[src/design/fpr_pkg.sv]
// Shared types for the FIFO page replacement block: controller states and command bundle.
package fpr_pkg;

  typedef enum logic [1:0] {
    ST_IDLE,
    ST_COMPARE,
    ST_UPDATE
  } state_t;

  typedef struct packed {
    logic capture;
    logic compare;
    logic update;
  } cmd_t;

  localparam int unsigned PORT_ADDR_BITS  = 48;
  localparam int unsigned PORT_FRAME_BITS = 6;

endpackage

[src/design/fpr_ctrl.sv]
// Controller state machine sequencing capture, compare and update for each access.
module fpr_ctrl (
  input  logic          clk,
  input  logic          rst,
  input  logic          start,
  output logic          busy,
  output fpr_pkg::cmd_t cmd
);

  fpr_pkg::state_t state;
  fpr_pkg::state_t state_next;

  always_ff @(posedge clk) begin
    if (rst) begin
      state <= fpr_pkg::ST_IDLE;
    end else begin
      state <= state_next;
    end
  end

  always_comb begin
    state_next = state;
    unique case (state)
      fpr_pkg::ST_IDLE: begin
        if (start) begin
          state_next = fpr_pkg::ST_COMPARE;
        end
      end
      fpr_pkg::ST_COMPARE: begin
        state_next = fpr_pkg::ST_UPDATE;
      end
      fpr_pkg::ST_UPDATE: begin
        if (start) begin
          state_next = fpr_pkg::ST_COMPARE;
        end else begin
          state_next = fpr_pkg::ST_IDLE;
        end
      end
      default: begin
        state_next = fpr_pkg::ST_IDLE;
      end
    endcase
  end

  always_comb begin
    busy        = (state == fpr_pkg::ST_COMPARE);
    cmd.capture = start && (state != fpr_pkg::ST_COMPARE);
    cmd.compare = (state == fpr_pkg::ST_COMPARE);
    cmd.update  = (state == fpr_pkg::ST_UPDATE);
  end

endmodule

[src/design/fpr_datapath.sv]
// Datapath: frame table, match vector, head/tail pointers and registered result.
module fpr_datapath #(
  parameter int unsigned FRAME_COUNT  = 8,
  parameter int unsigned ADDRESS_BITS = 48
) (
  input  logic                                 clk,
  input  logic                                 rst,
  input  fpr_pkg::cmd_t                        cmd,
  input  logic [fpr_pkg::PORT_ADDR_BITS-1:0]   page_address,
  output logic                                 done,
  output logic                                 ignored,
  output logic                                 hit,
  output logic                                 loaded,
  output logic                                 evicted,
  output logic [fpr_pkg::PORT_ADDR_BITS-1:0]   victim_address,
  output logic [fpr_pkg::PORT_FRAME_BITS-1:0]  frame_used
);

  localparam int unsigned STORE_BITS =
    (ADDRESS_BITS < fpr_pkg::PORT_ADDR_BITS) ? ADDRESS_BITS : fpr_pkg::PORT_ADDR_BITS;
  localparam int unsigned IDX_BITS = $clog2(FRAME_COUNT);
  localparam logic [IDX_BITS-1:0] LAST_IDX = IDX_BITS'(FRAME_COUNT - 1);
  localparam logic [IDX_BITS-1:0] ONE_IDX  = IDX_BITS'(1);

  logic [STORE_BITS-1:0]  addr;
  logic [STORE_BITS-1:0]  frames [FRAME_COUNT];
  logic [FRAME_COUNT-1:0] valid;
  logic [FRAME_COUNT-1:0] match;
  logic [IDX_BITS-1:0]    head;
  logic [IDX_BITS-1:0]    tail;
  logic                   full;

  logic                   addr_zero;
  logic                   hit_any;
  logic [IDX_BITS-1:0]    hit_idx;
  logic [IDX_BITS-1:0]    head_step;
  logic [IDX_BITS-1:0]    tail_step;

  always_comb begin
    addr_zero = (addr == '0);
    hit_any   = |match;
    hit_idx   = '0;
    for (int i = FRAME_COUNT - 1; i >= 0; i--) begin
      if (match[i]) begin
        hit_idx = IDX_BITS'(i);
      end
    end
    head_step = (head == LAST_IDX) ? '0 : head + ONE_IDX;
    tail_step = (tail == LAST_IDX) ? '0 : tail + ONE_IDX;
  end

  always_ff @(posedge clk) begin
    if (cmd.capture) begin
      addr <= page_address[STORE_BITS-1:0];
    end
    if (cmd.compare) begin
      for (int i = 0; i < FRAME_COUNT; i++) begin
        match[i] <= valid[i] && (frames[i] == addr);
      end
    end
  end

  always_ff @(posedge clk) begin
    if (rst) begin
      valid <= '0;
      head  <= '0;
      tail  <= '0;
      full  <= 1'b0;
      done  <= 1'b0;
    end else begin
      done <= cmd.update;
      if (cmd.update && !addr_zero && !hit_any) begin
        if (!full) begin
          valid[tail] <= 1'b1;
          tail        <= tail_step;
          full        <= (tail_step == head);
        end else begin
          head <= head_step;
          tail <= head_step;
        end
      end
    end
  end

  always_ff @(posedge clk) begin
    if (cmd.update && !addr_zero && !hit_any) begin
      if (!full) begin
        frames[tail] <= addr;
      end else begin
        frames[head] <= addr;
      end
    end
  end

  always_ff @(posedge clk) begin
    if (cmd.update) begin
      ignored        <= 1'b0;
      hit            <= 1'b0;
      loaded         <= 1'b0;
      evicted        <= 1'b0;
      victim_address <= '0;
      frame_used     <= '0;
      priority if (addr_zero) begin
        ignored <= 1'b1;
      end else if (hit_any) begin
        hit        <= 1'b1;
        frame_used <= fpr_pkg::PORT_FRAME_BITS'(hit_idx);
      end else if (!full) begin
        loaded     <= 1'b1;
        frame_used <= fpr_pkg::PORT_FRAME_BITS'(tail);
      end else begin
        loaded         <= 1'b1;
        evicted        <= 1'b1;
        victim_address <= fpr_pkg::PORT_ADDR_BITS'(frames[head]);
        frame_used     <= fpr_pkg::PORT_FRAME_BITS'(head);
      end
    end
  end

endmodule

[src/design/fifo_page_replacement.sv]
// Top level of the FIFO page replacement block: controller plus datapath.
//
//  channel  | handshake        | beat
//  ---------+------------------+-----------------------------------------------
//  access   | start, busy      | page_address
//  result   | done (strobe)    | ignored, hit, loaded, evicted, victim_address,
//           |                  | frame_used
//
// An access first compares against every frame, then updates the table and
// pointers; busy is high during the compare state only.
// The result beat appears in the cycle after the update, for one cycle.
// Synchronous reset empties the table through per-frame valid bits at once.
// The receiver cannot stall; a result is dropped if not taken when done is high.
module fifo_page_replacement #(
  parameter int unsigned FRAME_COUNT  = 8,
  parameter int unsigned ADDRESS_BITS = 48
) (
  input  logic                                clk,
  input  logic                                rst,
  input  logic                                start,
  output logic                                busy,
  input  logic [fpr_pkg::PORT_ADDR_BITS-1:0]  page_address,
  output logic                                done,
  output logic                                ignored,
  output logic                                hit,
  output logic                                loaded,
  output logic                                evicted,
  output logic [fpr_pkg::PORT_ADDR_BITS-1:0]  victim_address,
  output logic [fpr_pkg::PORT_FRAME_BITS-1:0] frame_used
);

  fpr_pkg::cmd_t cmd;

  fpr_ctrl u_ctrl (
    .clk   (clk),
    .rst   (rst),
    .start (start),
    .busy  (busy),
    .cmd   (cmd)
  );

  fpr_datapath #(
    .FRAME_COUNT  (FRAME_COUNT),
    .ADDRESS_BITS (ADDRESS_BITS)
  ) u_datapath (
    .clk            (clk),
    .rst            (rst),
    .cmd            (cmd),
    .page_address   (page_address),
    .done           (done),
    .ignored        (ignored),
    .hit            (hit),
    .loaded         (loaded),
    .evicted        (evicted),
    .victim_address (victim_address),
    .frame_used     (frame_used)
  );

endmodule
[config.mk]
export PLATFORM = sky130hd
export DESIGN_NAME = fifo_page_replacement
export DESIGN_NICKNAME = d
export VERILOG_FILES = /design/src/design/fpr_pkg.sv /design/src/design/fpr_ctrl.sv /design/src/design/fpr_datapath.sv /design/src/design/fifo_page_replacement.sv
export SDC_FILE = /design/constraint.sdc
export NUM_CORES = 1
export LEC_CHECK = 0
export BUFFER_PORTS_ARGS = -buffer_cell sky130_fd_sc_hd__buf_2
export CAP_MARGIN = 30
export CORE_MARGIN = 10
export CORE_UTILIZATION = 51
export DETAILED_ROUTE_END_ITERATION = 12
export PLACE_DENSITY = 0.8
export RECOVER_POWER = 25
export SETUP_SLACK_MARGIN = 0.05
export SYNTH_ARGS = -nofsm -noshare
export SYNTH_HDL_FRONTEND = slang
export SYNTH_SLANG_ARGS = --single-unit
[constraint.sdc]
create_clock -name clk -period 8.3 [get_ports clk]
set_input_delay 0.83 -clock clk [delete_from_list [all_inputs] [get_ports clk]]
set_output_delay 0.83 -clock clk [all_outputs]
set_load 0.005 [all_outputs]
==> reports/results.txt <==
final worst slack -> 4.459 ns
FFs w/ async S/R, synth -> 0%
Clock Path Buffers -> 3
post-route insts no fill -> 2187
Post-synth top cells -> 495 x edfxtp_1, 345 x xor2_1, 103 x nor4_1
unrepaired setup endpoints after global routing -> no
Post-Route M1 WL -> 26390 µm
cell area after layout -> 0.02619 mm²
Fin Clk Skew -> 0.02019 ns
Post-synth EDFFs -> 495
outcome -> finished, final reports clean
area of the core -> 0.04548 mm²
Final Hold Fails -> 0
largest net degree at the start of global routing -> 65
syn_area_per_cell -> 16.24 µm²
max cap viols -> 0
Via density -> 6.493
P per Cell Area -> 205.8 mW/mm²
total congestion overflow -> 0
largest cells by area after synthesis -> edfxtp_1 63%, xor2_1 13%, mux4_2 9.2%, nor4_1 2.7%, mux2i_1 2.2%
drt drc -> 0
number of antenna violations at the first check in global routing -> 5
Top Metal Used -> met5
Post-DP HPWL -> 50220 µm
die area -> 0.05509 mm²
post-synthesis cell count -> 1448
post-synth top area cell -> edfxtp_1
Final ANT Viol Nets -> 0
post-CTS setup buffers -> 0
DR WL met3 -> 9435 µm
Placement Setup Slack -> 4.663 ns
top-count cell post-synth -> edfxtp_1
layout cells sized above 1 -> 18.83%
Max Fclk -> 0.2604 GHz
# rows -> 78
Skew-Pair Late Insertion Delay -> 0.61 ns
Top FF cell, synth -> edfxtp_1
Max FO, Critical Path -> 48
Warnings, synthesis -> 0
Leak -> 8.486 nW
placed cell area -> 0.02457 mm²
Syn-to-layout area delta -> 11.39%
wire per inst -> 33.46 µm
GRT Overall Usage -> 25.74%
placed cells -> 2083
nature of the critical path endpoint -> flip-flop
CTS H-tree lvls -> 2
crit share post-route -> 46.27%
die width -> 234.7 µm
Final min period -> 3.841 ns
vias in the first global route -> 13660
critical path class -> flip-flop to flip-flop
critical path launch point type -> flip-flop
FF-to-FF Start -> u_datapath.addr[19]
Synth Register Bits -> 513
required time of the worst setup path -> 8.52 ns
# resized after CTS -> 0
CTS clk-pin slew, worst paths -> 0.06 ns
Met2 Routed Length -> 32320 µm
Final setup viols -> 0
# port buffers -> 107
Yosys cell types -> 51
CP Data Arrival Time -> 4.06 ns
Max VDD drop -> 0.0001472 V
CTS tree -> done
worst hold path class -> input port to flip-flop
Clock Tree Root -> clkbuf_16
Worst slew margin -> 32.14%
DR pass1 iterations -> 6
CP startpoint -> u_datapath.addr[19]
Synth Cell Area -> 0.02351 mm²
cts-stage hold buffer count -> 0
Routability Congestion -> 1.180
area share of the largest cell type after synthesis -> 63.22%
Layout Utilization -> 57.59%
die height -> 234.7 µm
Inserted Clock Buffers -> 52
fin. max-slew vios -> 0
first-pass GRT wire length -> 103200 µm
DRT Wirelength -> 73170 µm
Starting Density -> 51.70%
final net count -> 1596
Worst-Margin Slew -> 1.018 ns
CTS sink cnt -> 513
Filler cells -> 3468
# IOs -> 111
worst hold path startpoint -> page_address[14]
sequential area share after synthesis -> 64.75%
Vias -> 14200
DRT iter0 DRCs -> 2526
cell type report:
| cell class | instances | area (µm²) | share of cell area, % |
|---|---|---|---|
| flip-flops and latches | 513 | 15240 | 58.17 |
| multi-input cells | 827 | 7834 | 29.91 |
| clock buffers | 65 | 1371 | 5.236 |
| well taps | 600 | 750.7 | 2.866 |
| repair buffers | 127 | 689.4 | 2.632 |
| clock inverters | 31 | 224.0 | 0.8552 |
| inverters | 20 | 75.07 | 0.2866 |
| diodes | 4 | 10.01 | 0.03822 |
logic make-up after synthesis:
group / count (synthesis) / synth area share, %
AND/OR/NAND/NOR: 257 / 6.125
AO/OA/AOI/OAI: 41 / 1.309
XOR/XNOR: 373 / 13.89
adder cells (fa/ha/maj): 4 / 0.2129
flip-flops: 513 / 64.75
buffers and inverters: 110 / 2.235
other: 1 / 0.01595
multiplexers: 149 / 11.46
registers in the layout, summed over array words and instances (netlist names):
register,count
u_datapath.evicted,1
u_datapath.victim_address,48
u_datapath.head,3
u_datapath.frame_used,3
u_datapath.ignored,1
u_datapath.valid,8
u_datapath.done,1
u_datapath.addr,48
u_datapath.match,8
u_ctrl.state,2
u_datapath.frames,384
u_datapath.full,1
u_datapath.loaded,1
u_datapath.tail,3
u_datapath.hit,1
layer usage:
metal / up-vias / GRT usage, %
met5: - / 0
met4: 4 / 15.19
met3: 226 / 8.219
met2: 1082 / 37.63
met1: 7167 / 33.21
li1: 5721 / -
worst paths after layout:
kind         slack (ns)  cells past startpoint                        to
max                4.46                      6  u_datapath.frames[4][24]
min reg2reg        0.53                      1           u_ctrl.state[0]
max reg2reg        4.46                      6  u_datapath.frames[4][24]
min                0.40                      1       u_datapath.addr[14]
cells in the final DEF, fill, tap and decap left out, types with 15 or more instances in the layout:
cell type  count
dfxtp_1       15
nor3_1        15
nor4_1        99
buf_4         15
nand4_1       24
clkbuf_1      35
edfxtp_1     495
nor2_1        64
mux2i_1       52
mux4_2        96
xnor2_1       28
xor2_1       345
clkbuf_16     53
inv_1         19
buf_2         86
worst max-delay path: stages, from the launching register on:
cell,delay (ns)
edfxtp_1,0.69
nor4_1,0.74
nand4_1,0.44
o311a_1,0.65
nand2_1,0.38
nor2_4,0.07
buf_4,0.42
stage by stage:
step,hold slack [ns],power [mW],TNS (ns)
after global routing,0.3907,5.515,0
after detailed placement,0.5157,3.183,0
final,0.3992,5.390,0
after floorplan,0.4226,3.068,-38.14
after CTS,0.3821,5.388,0
after global placement,0.4905,3.180,0
where the power goes:
part | leakage [nW] | switching, mW | total [mW] | internal, mW
clock | 0.788 | 0.988 | 2.25 | 1.26
combinational | 3.06 | 0.139 | 0.196 | 0.0577
sequential | 4.64 | 0.0825 | 2.95 | 2.86
total | 8.49 | 1.21 | 5.39 | 4.18
Power figures use the tool's default switching activity.
